==> config.mk <==
export PLATFORM = sky130hd
export DESIGN_NAME = sliding_window_negative_rank
export DESIGN_NICKNAME = d
export VERILOG_FILES = /design/src/swnr_pkg.sv /design/src/swnr_ram.sv /design/src/sliding_window_negative_rank.sv
export SDC_FILE = /design/constraint.sdc
export NUM_CORES = 2
export LEC_CHECK = 0
export BUFFER_PORTS_ARGS = -buffer_cell sky130_fd_sc_hd__clkbuf_2
export CAP_MARGIN = 30
export CORE_MARGIN = 5
export CORE_UTILIZATION = 40
export CTS_CLUSTER_DIAMETER = 50
export DETAILED_ROUTE_END_ITERATION = 6
export PLACE_DENSITY = 0.64
export SYNTH_ARGS = -nofsm -noshare
export SYNTH_HDL_FRONTEND = slang
export SYNTH_HIERARCHICAL = 1
export SYNTH_SLANG_ARGS = --single-unit
export TNS_END_PERCENT = 10
==> constraint.sdc <==
create_clock -name clk -period 5.4 [get_ports clk]
set_input_delay 0.54 -clock clk [delete_from_list [all_inputs] [get_ports clk]]
set_output_delay 0.54 -clock clk [all_outputs]
set_load 0.02 [all_outputs]
==> src/swnr_pkg.sv <==
// shared constants and types for the sliding window negative rank filter
package swnr_pkg;

  localparam int MAX_MAGNITUDE = 63;
  localparam int MAX_WINDOW    = 64;

  localparam int SAMPLE_W      = 7;
  localparam int CFG_DATA_W    = 7;
  localparam int CFG_INDEX_W   = 1;

  typedef enum logic [CFG_INDEX_W-1:0] {
    REG_WINDOW_SIZE = 1'b0,
    REG_RANK        = 1'b1
  } reg_index_t;

  typedef enum logic [7:0] {
    ST_IDLE   = 8'b0000_0001,
    ST_DROP   = 8'b0000_0010,
    ST_DWAIT  = 8'b0000_0100,
    ST_DHWAIT = 8'b0000_1000,
    ST_INS    = 8'b0001_0000,
    ST_INSW   = 8'b0010_0000,
    ST_SRCH   = 8'b0100_0000,
    ST_DONE   = 8'b1000_0000
  } state_t;

endpackage

==> src/swnr_ram.sv <==
// generic single-port-write ram with registered read
module swnr_ram #(
  parameter int WIDTH = 8,
  parameter int DEPTH = 64,
  localparam int AW = (DEPTH > 1) ? $clog2(DEPTH) : 1
) (
  input  logic             clk,
  input  logic             wr_en,
  input  logic [AW-1:0]    wr_addr,
  input  logic [WIDTH-1:0] wr_data,
  input  logic [AW-1:0]    rd_addr,
  output logic [WIDTH-1:0] rd_data
);

  logic [WIDTH-1:0] mem [DEPTH];

  always_ff @(posedge clk) begin
    if (wr_en) begin
      mem[wr_addr] <= wr_data;
    end
    rd_data <= mem[rd_addr];
  end

endmodule

==> src/sliding_window_negative_rank.sv <==
// top level of the sliding window negative rank filter
//
// Each transfer on the sample channel takes one signed sample into a delay line held in a
// ram and counts the magnitude of a negative sample in a histogram ram. Once the window
// holds window_size samples, every sample gives one beauty result: the rank-th most negative
// value in the window, with magnitudes clamped to MAX_MAGNITUDE, or 0 when it holds fewer
// than rank negatives. start_req clears the window before its sample is taken in.
// One item is worked on at a time: each old sample dropped (one in steady state, more
// right after window_size shrinks) passes ST_DROP, ST_DWAIT and ST_DHWAIT; when the window
// is full, the search over the histogram ram runs, one bin a cycle from the largest
// magnitude down until rank negatives are counted. A result still waiting in the output
// register holds the next one back. No clearing pass is needed after reset.
module sliding_window_negative_rank
  import swnr_pkg::*;
#(
  parameter int MAX_MAG = MAX_MAGNITUDE,
  parameter int MAX_WIN = MAX_WINDOW
) (
  input  logic                   clk,
  input  logic                   rst,
  input  logic                   cfg_write,
  input  logic [CFG_INDEX_W-1:0] cfg_index,
  input  logic [CFG_DATA_W-1:0]  cfg_data,
  input  logic                   sample_valid,
  output logic                   sample_stall,
  input  logic signed [SAMPLE_W-1:0] sample,
  input  logic                   start_req,
  output logic                   beauty_valid,
  input  logic                   beauty_stall,
  output logic signed [SAMPLE_W-1:0] beauty
);

  localparam int MAG_W   = $clog2(MAX_MAG + 1);
  localparam int HDEPTH  = MAX_MAG + 1;
  localparam int PTR_W   = (MAX_WIN > 1) ? $clog2(MAX_WIN) : 1;
  localparam int FILL_W  = $clog2(MAX_WIN + 1);
  localparam int SUM_W   = FILL_W + 1;
  localparam int CMP_W   = (SUM_W > CFG_DATA_W) ? SUM_W : CFG_DATA_W;
  localparam int CLAMP_W = (MAG_W > SAMPLE_W) ? MAG_W : SAMPLE_W;
  localparam int WCMP_W  = (FILL_W > CFG_DATA_W) ? FILL_W : CFG_DATA_W;

  // configuration
  logic [CFG_DATA_W-1:0] window_size;
  logic [CFG_DATA_W-1:0] rank;

  // control and working registers
  state_t             state, state_next;
  logic [FILL_W-1:0]  fill;
  logic [PTR_W-1:0]   wp;
  logic [MAG_W-1:0]   mag;
  logic [MAG_W-1:0]   dmag;
  logic [MAG_W-1:0]   sbin;
  logic [MAG_W-1:0]   pbin;
  logic               issuing;
  logic               pvalid;
  logic [FILL_W-1:0]  seen;
  logic [MAG_W-1:0]   res_bin;
  logic [MAG_W-1:0]   hr_addr;
  logic [HDEPTH-1:0]  hvalid;

  // ram ports
  logic               win_we;
  logic [PTR_W-1:0]   win_waddr;
  logic [PTR_W-1:0]   win_raddr;
  logic [MAG_W-1:0]   win_rdata;
  logic               hist_we;
  logic [MAG_W-1:0]   hist_waddr;
  logic [FILL_W-1:0]  hist_wdata;
  logic [MAG_W-1:0]   hist_raddr;
  logic [FILL_W-1:0]  hist_rdata;

  // derived values
  logic               accept;
  logic               out_free;
  logic [SAMPLE_W-1:0] neg_mag;
  logic [CLAMP_W-1:0] mag_full;
  logic [MAG_W-1:0]   mag_in;
  logic [WCMP_W-1:0]  ws_ext;
  logic [FILL_W-1:0]  eff_w;
  logic [CFG_DATA_W-1:0] need;
  logic [FILL_W:0]    pos_full;
  logic [PTR_W-1:0]   drop_pos;
  logic [FILL_W-1:0]  cnt;
  logic [SUM_W-1:0]   sum;
  logic [FILL_W-1:0]  fill_inc;
  logic               drop_needed;
  logic               found;
  logic [CLAMP_W-1:0] neg_bin;

  assign accept       = sample_valid && !sample_stall;
  assign sample_stall = (state != ST_IDLE);
  assign out_free     = !beauty_valid || !beauty_stall;

  // magnitude of a negative sample, clamped
  assign neg_mag  = SAMPLE_W'(~sample) + SAMPLE_W'(1);
  assign mag_full = (CLAMP_W'(neg_mag) > CLAMP_W'(MAX_MAG)) ? CLAMP_W'(MAX_MAG)
                                                            : CLAMP_W'(neg_mag);
  assign mag_in   = sample[SAMPLE_W-1] ? MAG_W'(mag_full) : '0;

  // effective window and rank
  assign ws_ext = WCMP_W'(window_size);
  always_comb begin
    if (window_size == '0) begin
      eff_w = FILL_W'(1);
    end else if (ws_ext > WCMP_W'(MAX_WIN)) begin
      eff_w = FILL_W'(MAX_WIN);
    end else begin
      eff_w = FILL_W'(ws_ext);
    end
  end
  assign need = (rank == '0) ? CFG_DATA_W'(1) : rank;

  // oldest entry of the delay line
  always_comb begin
    if ({1'b0, FILL_W'(wp)} >= {1'b0, fill}) begin
      pos_full = {1'b0, FILL_W'(wp)} - {1'b0, fill};
    end else begin
      pos_full = {1'b0, FILL_W'(wp)} + (FILL_W + 1)'(MAX_WIN) - {1'b0, fill};
    end
  end
  assign drop_pos = (pos_full >= (FILL_W + 1)'(MAX_WIN)) ? '0 : PTR_W'(pos_full);

  assign cnt         = hvalid[hr_addr] ? hist_rdata : '0;
  assign sum         = SUM_W'(seen) + SUM_W'(cnt);
  assign found       = CMP_W'(sum) >= CMP_W'(need);
  assign fill_inc    = fill + FILL_W'(1);
  assign drop_needed = (fill >= eff_w);
  assign neg_bin     = CLAMP_W'(0) - CLAMP_W'(res_bin);

  // ram access
  always_comb begin
    win_we     = 1'b0;
    win_waddr  = wp;
    win_raddr  = drop_pos;
    hist_we    = 1'b0;
    hist_waddr = mag;
    hist_wdata = cnt + FILL_W'(1);
    hist_raddr = sbin;
    case (state)
      ST_DWAIT: begin
        hist_raddr = win_rdata;
      end
      ST_DHWAIT: begin
        hist_waddr = dmag;
        hist_wdata = cnt - FILL_W'(1);
        hist_we    = (dmag != '0) && (cnt != '0);
      end
      ST_INS: begin
        win_we     = 1'b1;
        hist_raddr = mag;
      end
      ST_INSW: begin
        hist_we = (mag != '0);
      end
      default: begin
      end
    endcase
  end

  swnr_ram #(
    .WIDTH (MAG_W),
    .DEPTH (MAX_WIN)
  ) u_window (
    .clk     (clk),
    .wr_en   (win_we),
    .wr_addr (win_waddr),
    .wr_data (mag),
    .rd_addr (win_raddr),
    .rd_data (win_rdata)
  );

  swnr_ram #(
    .WIDTH (FILL_W),
    .DEPTH (HDEPTH)
  ) u_hist (
    .clk     (clk),
    .wr_en   (hist_we),
    .wr_addr (hist_waddr),
    .wr_data (hist_wdata),
    .rd_addr (hist_raddr),
    .rd_data (hist_rdata)
  );

  // sequencer
  always_comb begin
    state_next = state;
    case (state)
      ST_IDLE: begin
        if (accept) begin
          state_next = ST_DROP;
        end
      end
      ST_DROP: begin
        state_next = drop_needed ? ST_DWAIT : ST_INS;
      end
      ST_DWAIT: begin
        state_next = ST_DHWAIT;
      end
      ST_DHWAIT: begin
        state_next = ST_DROP;
      end
      ST_INS: begin
        state_next = ST_INSW;
      end
      ST_INSW: begin
        state_next = (fill_inc >= eff_w) ? ST_SRCH : ST_IDLE;
      end
      ST_SRCH: begin
        if (pvalid && (found || pbin == MAG_W'(1))) begin
          state_next = ST_DONE;
        end
      end
      ST_DONE: begin
        if (out_free) begin
          state_next = ST_IDLE;
        end
      end
      default: begin
        state_next = ST_IDLE;
      end
    endcase
  end

  always_ff @(posedge clk) begin
    if (rst) begin
      state        <= ST_IDLE;
      window_size  <= CFG_DATA_W'(1);
      rank         <= CFG_DATA_W'(1);
      fill         <= '0;
      wp           <= '0;
      hvalid       <= '0;
      issuing      <= 1'b0;
      pvalid       <= 1'b0;
      beauty_valid <= 1'b0;
    end else begin
      state <= state_next;
      if (cfg_write) begin
        case (reg_index_t'(cfg_index))
          REG_WINDOW_SIZE: window_size <= cfg_data;
          REG_RANK:        rank        <= cfg_data;
          default: begin
          end
        endcase
      end
      if (accept && start_req) begin
        fill   <= '0;
        wp     <= '0;
        hvalid <= '0;
      end
      if (hist_we) begin
        hvalid[hist_waddr] <= 1'b1;
      end
      if (state == ST_DHWAIT) begin
        fill <= fill - FILL_W'(1);
      end
      if (state == ST_INSW) begin
        fill    <= fill_inc;
        wp      <= (wp == PTR_W'(MAX_WIN - 1)) ? '0 : wp + PTR_W'(1);
        issuing <= 1'b1;
        pvalid  <= 1'b0;
      end
      if (state == ST_SRCH) begin
        pvalid <= issuing;
        if (sbin == MAG_W'(1)) begin
          issuing <= 1'b0;
        end
      end
      if (state == ST_DONE && out_free) begin
        beauty_valid <= 1'b1;
      end else if (!beauty_stall) begin
        beauty_valid <= 1'b0;
      end
    end
  end

  // payload and search registers
  always_ff @(posedge clk) begin
    hr_addr <= hist_raddr;
    if (accept) begin
      mag <= mag_in;
    end
    if (state == ST_DWAIT) begin
      dmag <= win_rdata;
    end
    if (state == ST_INSW) begin
      sbin <= MAG_W'(MAX_MAG);
      seen <= '0;
    end
    if (state == ST_SRCH) begin
      pbin <= sbin;
      if (issuing) begin
        sbin <= sbin - MAG_W'(1);
      end
      if (pvalid) begin
        seen <= FILL_W'(sum);
        if (found) begin
          res_bin <= pbin;
        end else if (pbin == MAG_W'(1)) begin
          res_bin <= '0;
        end
      end
    end
    if (state == ST_DONE && out_free) begin
      beauty <= SAMPLE_W'(neg_bin);
    end
  end

  // checks
  a_fill_bound: assert property (@(posedge clk) disable iff (rst)
    fill <= FILL_W'(MAX_WIN))
    else $error("fill count above window capacity");

  a_result_from_done: assert property (@(posedge clk) disable iff (rst)
    $rose(beauty_valid) |-> $past(state == ST_DONE))
    else $error("result raised outside the done step");

  a_accept_starts_drop: assert property (@(posedge clk) disable iff (rst)
    accept |=> state == ST_DROP)
    else $error("accepted sample did not enter the drop check");

  a_search_ends: assert property (@(posedge clk) disable iff (rst)
    (state == ST_SRCH && pvalid && pbin == MAG_W'(1)) |=> state == ST_DONE)
    else $error("search ran past the last bin");

endmodule

; Word level (Yosys, flattened, before mapping)
; Memory sizes are Yosys's and may differ from the RTL's. A register that Yosys moved wholly into a read port is not among the register bits.
; Index checks and enable logic that the tools add are counted.
[totals]
output_inout_bits = 9
elab_cells = 134
reg_bits = 152
romBits = 0
input_bits = 21
ramBits = 832
mem_count = 2
latch_bits = 0
[classes]
magnitude_cmp = 10
reduce_logical = 24
div = 0
n_addsub = 12
eq_ne = 16
n_bitwise = 3
mux = 50
n_shift = 0
multipliers = 0
[mem_list]
columns = memory, depth, width, read_ports, rd_ports_with_merged_regs, write_ports, line
row1 = u_hist.mem, 64, 7, 1, 1, 1, swnr_ram.sv:15  ; logic [WIDTH-1:0] mem [DEPTH];
row2 = u_window.mem, 64, 6, 1, 1, 1, swnr_ram.sv:15
[ops]
columns = cell, count
row1 = $mux 64, 3
row2 = $mux 7, 12
row3 = $mux 6, 11
row4 = $or 64x64->64, 1
row5 = $pmux 8 s8, 1
row6 = $mux 8, 4
row7 = $add 7x1->7 const B, 2
row8 = $ge 7x7->1, 2
row9 = $logic_not 7->1, 2
row10 = $lt 6x7->1 const B, 2
row11 = $mux 1, 14
row12 = $sub 7x1->7 const B, 2
row13 = $eq 6x1->1 const B, 2
row14 = $pmux 6 s2, 1
row15 = $reduce_bool 6->1, 2
row16 = $add 6x7->8 const B, 1
row17 = $add 7x7->8, 1
row18 = $eq 8x1->1 const B, 1
row19 = $eq 8x2->1 const B, 1
row20 = $eq 8x3->1 const B, 1
row21 = $eq 8x4->1 const B, 1
row22 = $eq 8x5->1 const B, 1
row23 = $eq 8x6->1 const B, 1
row24 = $eq 8x7->1 const B, 1
row25 = other kinds (31), 45

; Depth between registers and ports, before layout
[logic_depth]
word_depth = 9
mapped_depth = 23
mapped_depth_nobuf = 21

; Cells and area by module
; Netlist, hierarchy kept.
[modules_own_cells]
columns = mod, area_per_inst_um2, seq_area_each_um2, cells_each, instances
row1 = swnr_ram at u_hist, 17635.7, 13593.0, 827, 1
row2 = swnr_ram at u_window, 15225.9, 11651.2, 720, 1
row3 = sliding_window_negative_rank, 7815.0, 3353.2, 837, 1

; Worst setup path after synthesis
; No wires, ideal clock.
[synth_timing]
kind = reg2reg
start = register hr_addr[0]
end = memory u_hist/mem[0][6] in the netlist's numbering (data pin)
required_ns = 4.833
synth_period_minus_slack_ns = 5.638
setup_slack_ns = -0.238
stages_incl_launch_ff = 15
arrival_ns = 5.071
setup_ns = 0.567
path_buffers = 2
cell_sequence = dfxtp_1 > buf_6 > buf_12 > mux4_1 > nand3_1 > a311oi_1 > nor4_4 > and2b_1 > fa_1 > a21o_1 > a21oi_1 > o21bai_1 > a21oi_1 > xnor2_1 > xnor2_1
[synth_via]
elab_chain_cells = 5
word_cells_on_any_way = 6
cone_classes = add/sub (2) / mux (4)
[synth_lines]
columns = item, line
row1 = start: declaration, sliding_window_negative_rank.sv:58  ; logic [MAG_W-1:0] hr_addr;
row2 = start signal: assignment, sliding_window_negative_rank.sv:278  ; hr_addr <= hist_raddr;
row3 = $bmux 1 s6 *, sliding_window_negative_rank.sv:123  ; assign cnt = hvalid[hr_addr] ? hist_rdata : '0;
row4 = $mux 1 (implied by the code) *, sliding_window_negative_rank.sv:123
row5 = $mux 7 *, sliding_window_negative_rank.sv:123
row6 = $add 7x1->7 / $sub 7x1->7 (equally long branches), "sliding_window_negative_rank.sv:137, sliding_window_negative_rank.sv:145"
row7 = $mux 7 *, sliding_window_negative_rank.sv:139  ; case (state)
row8 = net hist_wdata[6], sliding_window_negative_rank.sv:68  ; logic [FILL_W-1:0] hist_wdata;
row9 = end: declaration, swnr_ram.sv:15
; The timed path passes the listed nets; every way through them passes the cells marked *. The select of a mux whose other input is x is not followed.

; Worst setup path after layout
[layout_timing]
start = register hr_addr[0]
end = register state[0]
[layout_via]
elab_chain_cells = 9
[layout_lines]
columns = item, line
row1 = $bmux 1 s6, sliding_window_negative_rank.sv:123
row2 = $mux 1 (implied by the code), sliding_window_negative_rank.sv:123
row3 = $mux 7, sliding_window_negative_rank.sv:123
row4 = $add 7x7->8, sliding_window_negative_rank.sv:124  ; assign sum = SUM_W'(seen) + SUM_W'(cnt);
row5 = $ge 8x7->1, sliding_window_negative_rank.sv:125  ; assign found = CMP_W'(sum) >= CMP_W'(need);
row6 = $logic_or 1x1->1, sliding_window_negative_rank.sv:209  ; if (pvalid && (found || pbin == MAG_W'(1))) begin
row7 = $logic_and 1x1->1, sliding_window_negative_rank.sv:209
row8 = $ne 2x2->1 (no source line), --
row9 = $reduce_and 3->1 (no source line), --
row10 = end signal: assignment, sliding_window_negative_rank.sv:236  ; state <= state_next;
row11 = end: declaration, sliding_window_negative_rank.sv:47  ; state_t state, state_next;
; Every way passes these cells. The select of a mux whose other input is x is not followed.
; A chain may end at the register's enable or synchronous reset.

==> summary.md <==
| Metric | Value |
|---|---|
| Warnings from Yosys | `6` |
| Final RePlAce weighted congestion | `about 0.85` |
| Number of antenna-violating nets in the routed design | `0` |
| Placement row count | `117` |
| Area of the die | `roughly 0.11 mm2` |
| Count of flip-flops with a built-in enable after synthesis | `~860` |
| Worst hold margin | `~140 ps` |
| Source of the worst hold timing path | `cfg_data[6]` |
| Synthesized netlist net count | `around 2500` |
| Share of post-route cells with drive strength above 1 | `20.31%` |
| Standard cell area after detailed placement | `between 0.04 and 0.05 mm2` |
| Crit Path Class | `reg2reg` |
| Most instantiated flip-flop cell in the synthesis netlist | `sky130_fd_sc_hd__edfxtp_1` |
| Cell-by-cell listing of the critical path | `buf_12 -> mux4_1 -> a22oi_2 -> a311oi_2 -> nor4_4 -> and2b_2 -> ha_1 -> inv_1 -> fa_1 -> inv_1 -> a21oi_1 -> o21bai_1 -> a21o_1 -> a21oi_2 -> xnor2_1 -> ha_1 -> or4_1 -> a21oi_1 -> nor3_1 -> o31a_1 -> o221ai_4 -> o21ai_0` |
| Clk buf depth | `3` |
| Hold WC Path Type | `in2reg` |
| Worst R2R End | `state[0]$_SDFFE_PP1P_` |
| Pin count of the biggest net entering global routing | `66` |
| Final routed wire length divided by cell count | `about 23 um` |
| Number of vias after detailed routing | `roughly 22000` |
| Transition at the pin with the smallest max-transition slack | `~1000 ps` |
| Count of cells along the worst register-to-register path | `22` |
| CP Max Fanout | `16` |
| Synth-to-layout area growth | `13.43%` |
| Via count of the first global-routing pass | `between 20000 and 25000` |
| Wire length of the first global-routing pass | `roughly 140000 um` |
| Largest vdd supply drop | `around 270 uV` |
| CP top delay family | `compound AO/OA/AOI/OAI gates` |
| Tightest slew margin relative to the limit | `between 30% and 40%` |
| Final Routed Wirelength | `91220 um` |
| Element type at the critical path end | `flip-flop` |
| Global-route usage over all layers | `16.78%` |
| Net count of the finished layout | `2541` |
| Final worst setup slack | `between 200 and 250 ps` |
| Slowest CP cell | `sky130_fd_sc_hd__mux4_1` |
| Vertical die dimension | `around 330 um` |
| Clock tree from TritonCTS | `done` |
| Synth async-reset ratio | `0%` |
| DRC viols | `0` |
| Leak | `between 15 and 20 nW` |
| Leading cell type in the layout, fill and taps excluded | `sky130_fd_sc_hd__edfxtp_1` |
| Share of the clock period used by the worst path after layout | `a little over nine tenths` |
| Leading cell types in the layout, fill and taps excluded | `863 x sky130_fd_sc_hd__edfxtp_1, 202 x sky130_fd_sc_hd__mux4_2, 192 x sky130_fd_sc_hd__nor2_1, 133 x sky130_fd_sc_hd__dfxtp_1, 126 x sky130_fd_sc_hd__nand2_1` |
| Count of final hold-check violations | `0` |
| Result of the run | `finished clean` |
| Post-synthesis instance total | `~2400` |
| Final min period | `5168 ps` |
| Worst R2R Setup Slack | `230 ps` |
| Fill cell count | `approximately 8500` |
| Startpoint class of the critical path | `flip-flop` |
| Cell chosen for the clock root | `sky130_fd_sc_hd__clkbuf_16` |
| Arrival time reported for the critical path endpoint | `5710 ps` |
| Proportion of synthesized chip area in sequential cells | `70.30%` |
| Start of the worst register-to-register path | `hr_addr[0]$_DFF_P_` |
| Clock latency at the later pin of the worst-skew pair | `around 700 ps` |
| Number of antenna violations at the first check in global routing | `1` |
| Total congestion overflow | `0` |
| Setup violators final | `0` |
| Number of register bits inferred by synthesis | `about 1000` |
| Clock sink count | `between 900 and 1000` |
| HPWL after detailed placement | `roughly 58000 um` |
| Finished layout cell area | `~0.046 mm2` |
| Register clock-pin slew on the reported worst setup and hold paths | `around 60 ps` |
| Total CTS buffers | `roughly 110` |
| Worst path max stage delay | `roughly 590 ps` |
| Count of inserted antenna diode cells | `0` |
| Starting density of the core | `between 40% and 50%` |
| Top achievable clock speed | `just under 200 MHz` |
| TritonRoute pass-1 iters | `6` |
| Worst Path Buf+Inv | `3` |
| Maximum level of the CTS H-tree | `3` |
| Req. time, crit path | `between 5000 and 6000 ps` |
| Core area | `between 0.1 and 0.15 mm2` |
| Summed negative setup slack over all endpoints | `0 ps` |
| Average vias per placed instance | `between 5 and 6` |
| Number of design-rule violations left by the first detailed-router iteration | `around 2300` |
| Die X-Extent | `between 300 and 400 um` |
| Destination of the worst hold path | `rank[6]$_SDFFE_PP0P_` |
| Synth cell types | `slightly below 80` |
| Max-slew violations | `0` |
| Number of instances on the worst hold path | `3` |
| PD cells | `around 360 mW/mm2` |
| Pre-CTS WS | `-27.26 ps` |
| Setup Skew | `33.16 ps` |
| Avg Cell Area, Syn | `between 15 and 20 um2` |
| Cell area after technology mapping | `between 0.04 and 0.05 mm2` |
| I/O pin cnt | `30` |
| IO Port Bufs | `29` |
| Number of maximum-capacitance violations | `0` |
[per-layer routing]
layer | vias to the layer above | wire, um | track usage, % | share of wire [%]
met3 | 170 | 7174 | 3.887 | 7.9
met1 | 11319 | 38750 | 23.41 | 42
met2 | 841 | 43090 | 26.76 | 47
met4 | 2 | 2197 | 4.538 | 2.4
li1 | 9675 | - | - | -
met5 | - | 13 | 0 | 0.014
[power by group]
group / switching, mW / total [mW] / internal, mW
sequential: 0.0714 / 8.62 / 8.55
clock: 3.00 / 7.17 / 4.18
combinational: 0.760 / 1.04 / 0.282
[through the flow]
step | instances | utilization (%) | total power, mW
after floorplan | 2384 | - | 9.413
after global placement | 3725 | 41.92 | 9.767
after detailed placement | 3726 | 41.95 | 9.804
after CTS | 3920 | 45.42 | 16.99
after global routing | 3923 | 45.48 | 17.44
final | 3923 | 45.48 | 16.83
[area by class of cell]
type | instances | area, um2 | area share (%)
clock buffers | 126 | 2853 | 6.183
well taps | 1368 | 1712 | 3.710
inverters | 50 | 187.7 | 0.4068
repair buffers | 96 | 759.5 | 1.646
flip-flops and latches | 997 | 28600 | 61.98
multi-input cells | 1218 | 11370 | 24.65
clock inverters | 68 | 655.6 | 1.421
[synth_stat cells, types with 6 or more instances]
cell | instances | area, um2
sky130_fd_sc_hd__buf_6 | 15 | 168.9
sky130_fd_sc_hd__nand3_1 | 59 | 295.3
sky130_fd_sc_hd__dfxtp_1 | 134 | 2683
sky130_fd_sc_hd__a211oi_1 | 12 | 90.09
sky130_fd_sc_hd__o31ai_1 | 10 | 75.07
sky130_fd_sc_hd__nand2b_1 | 17 | 106.4
sky130_fd_sc_hd__o21ai_0 | 28 | 140.1
sky130_fd_sc_hd__a21oi_1 | 58 | 290.3
sky130_fd_sc_hd__buf_4 | 7 | 52.55
sky130_fd_sc_hd__o22a_1 | 6 | 52.55
sky130_fd_sc_hd__o21ai_1 | 62 | 310.3
sky130_fd_sc_hd__nor4_1 | 7 | 43.79
sky130_fd_sc_hd__edfxtp_1 | 863 | 25910
sky130_fd_sc_hd__nand2_1 | 129 | 484.2
sky130_fd_sc_hd__nor3b_1 | 10 | 75.07
sky130_fd_sc_hd__o21a_1 | 6 | 45.04
sky130_fd_sc_hd__inv_1 | 48 | 180.2
sky130_fd_sc_hd__clkbuf_1 | 55 | 206.5
sky130_fd_sc_hd__nor2_1 | 194 | 728.2
sky130_fd_sc_hd__xor2_1 | 7 | 61.31
sky130_fd_sc_hd__a311oi_1 | 6 | 52.55
sky130_fd_sc_hd__nor3_1 | 30 | 150.1
sky130_fd_sc_hd__buf_2 | 34 | 170.2
sky130_fd_sc_hd__and2b_1 | 7 | 52.55
sky130_fd_sc_hd__a22oi_1 | 20 | 150.1
sky130_fd_sc_hd__nor2b_1 | 25 | 156.4
sky130_fd_sc_hd__mux2_2 | 11 | 123.9
sky130_fd_sc_hd__o21ai_2 | 6 | 52.55
sky130_fd_sc_hd__o22ai_1 | 25 | 156.4
sky130_fd_sc_hd__mux4_1 | 20 | 525.5
sky130_fd_sc_hd__a21o_1 | 16 | 120.1
sky130_fd_sc_hd__mux4_2 | 201 | 4527
sky130_fd_sc_hd__nand3b_1 | 14 | 105.1
sky130_fd_sc_hd__or3_1 | 15 | 93.84
sky130_fd_sc_hd__ha_1 | 46 | 575.6
sky130_fd_sc_hd__a221oi_1 | 6 | 52.55
sky130_fd_sc_hd__xnor2_1 | 18 | 157.7
sky130_fd_sc_hd__and3_1 | 11 | 68.82
sky130_fd_sc_hd__o221ai_1 | 19 | 166.4
sky130_fd_sc_hd__mux2i_1 | 44 | 440.4
[worst max path at each step]
stage / slack, ps / to / depth (start not counted) / startpoint
6_report: 230 / state[0]$_SDFFE_PP1P_ / 22 / hr_addr[0]$_DFF_P_
5_1_grt: -20 / state[6]$_SDFFE_PP0P_ / 22 / hr_addr[0]$_DFF_P_
3_3_place_gp: 190 / state[0]$_SDFFE_PP1P_ / 22 / hr_addr[0]$_DFF_P_
4_1_cts: 120 / state[0]$_SDFFE_PP1P_ / 22 / hr_addr[0]$_DFF_P_
3_5_place_dp: -30 / state[0]$_SDFFE_PP1P_ / 21 / hr_addr[1]$_DFF_P_
2_1_floorplan: 170 / u_hist/mem[0][5]$_DFFE_PP_ / 13 / hr_addr[0]$_DFF_P_
[cells by family (layout without fill, tap and decap cells)]
family          Yosys count  in the layout  synth area share, %
buf+inv                 169            340                2.184
compound gates          316            316                5.106
mux                     276            276                13.81
simple gates            552            552                6.496
flops                   997            997                70.30
xor+xnor                 25             25               0.5383
fa+ha+maj                49             49                1.563
[sequential cells by signal (all words and copies together), names as in the netlist, 6 cells and up]
name and count:
hr_addr 6, dmag 6, hvalid 64, pbin 6, fill 7, u_window/rd_data 6, rank 7, seen 7
mag 6, u_window/mem 384, sbin 6, window_size 7, state 8, res_bin 6, beauty 7, u_hist/mem 448
u_hist/rd_data 7, win_waddr 6
[worst reg2reg max path: stages, from the launching register on]
cell and delay, ps:
sky130_fd_sc_hd__dfxtp_1 350, sky130_fd_sc_hd__buf_12 180, sky130_fd_sc_hd__mux4_1 600, sky130_fd_sc_hd__a22oi_2 220
sky130_fd_sc_hd__a311oi_2 140, sky130_fd_sc_hd__nor4_4 370, sky130_fd_sc_hd__and2b_2 290, sky130_fd_sc_hd__ha_1 200
sky130_fd_sc_hd__inv_1 80, sky130_fd_sc_hd__fa_1 220, sky130_fd_sc_hd__inv_1 60, sky130_fd_sc_hd__a21oi_1 130
sky130_fd_sc_hd__o21bai_1 120, sky130_fd_sc_hd__a21o_1 220, sky130_fd_sc_hd__a21oi_2 180, sky130_fd_sc_hd__xnor2_1 120
sky130_fd_sc_hd__ha_1 240, sky130_fd_sc_hd__or4_1 390, sky130_fd_sc_hd__a21oi_1 130, sky130_fd_sc_hd__nor3_1 90
sky130_fd_sc_hd__o31a_1 330, sky130_fd_sc_hd__o221ai_4 250, sky130_fd_sc_hd__o21ai_0 130
[what timing repair did]
action                                  4_1_cts  5_1_grt
pin swaps                                     0        2
hold buffers                                  0        0
resized for setup                             2        9
setup buffers                                 0        2
endpoints found under the setup margin        7       13
Note: power is estimated with default switching activity, not from simulation.
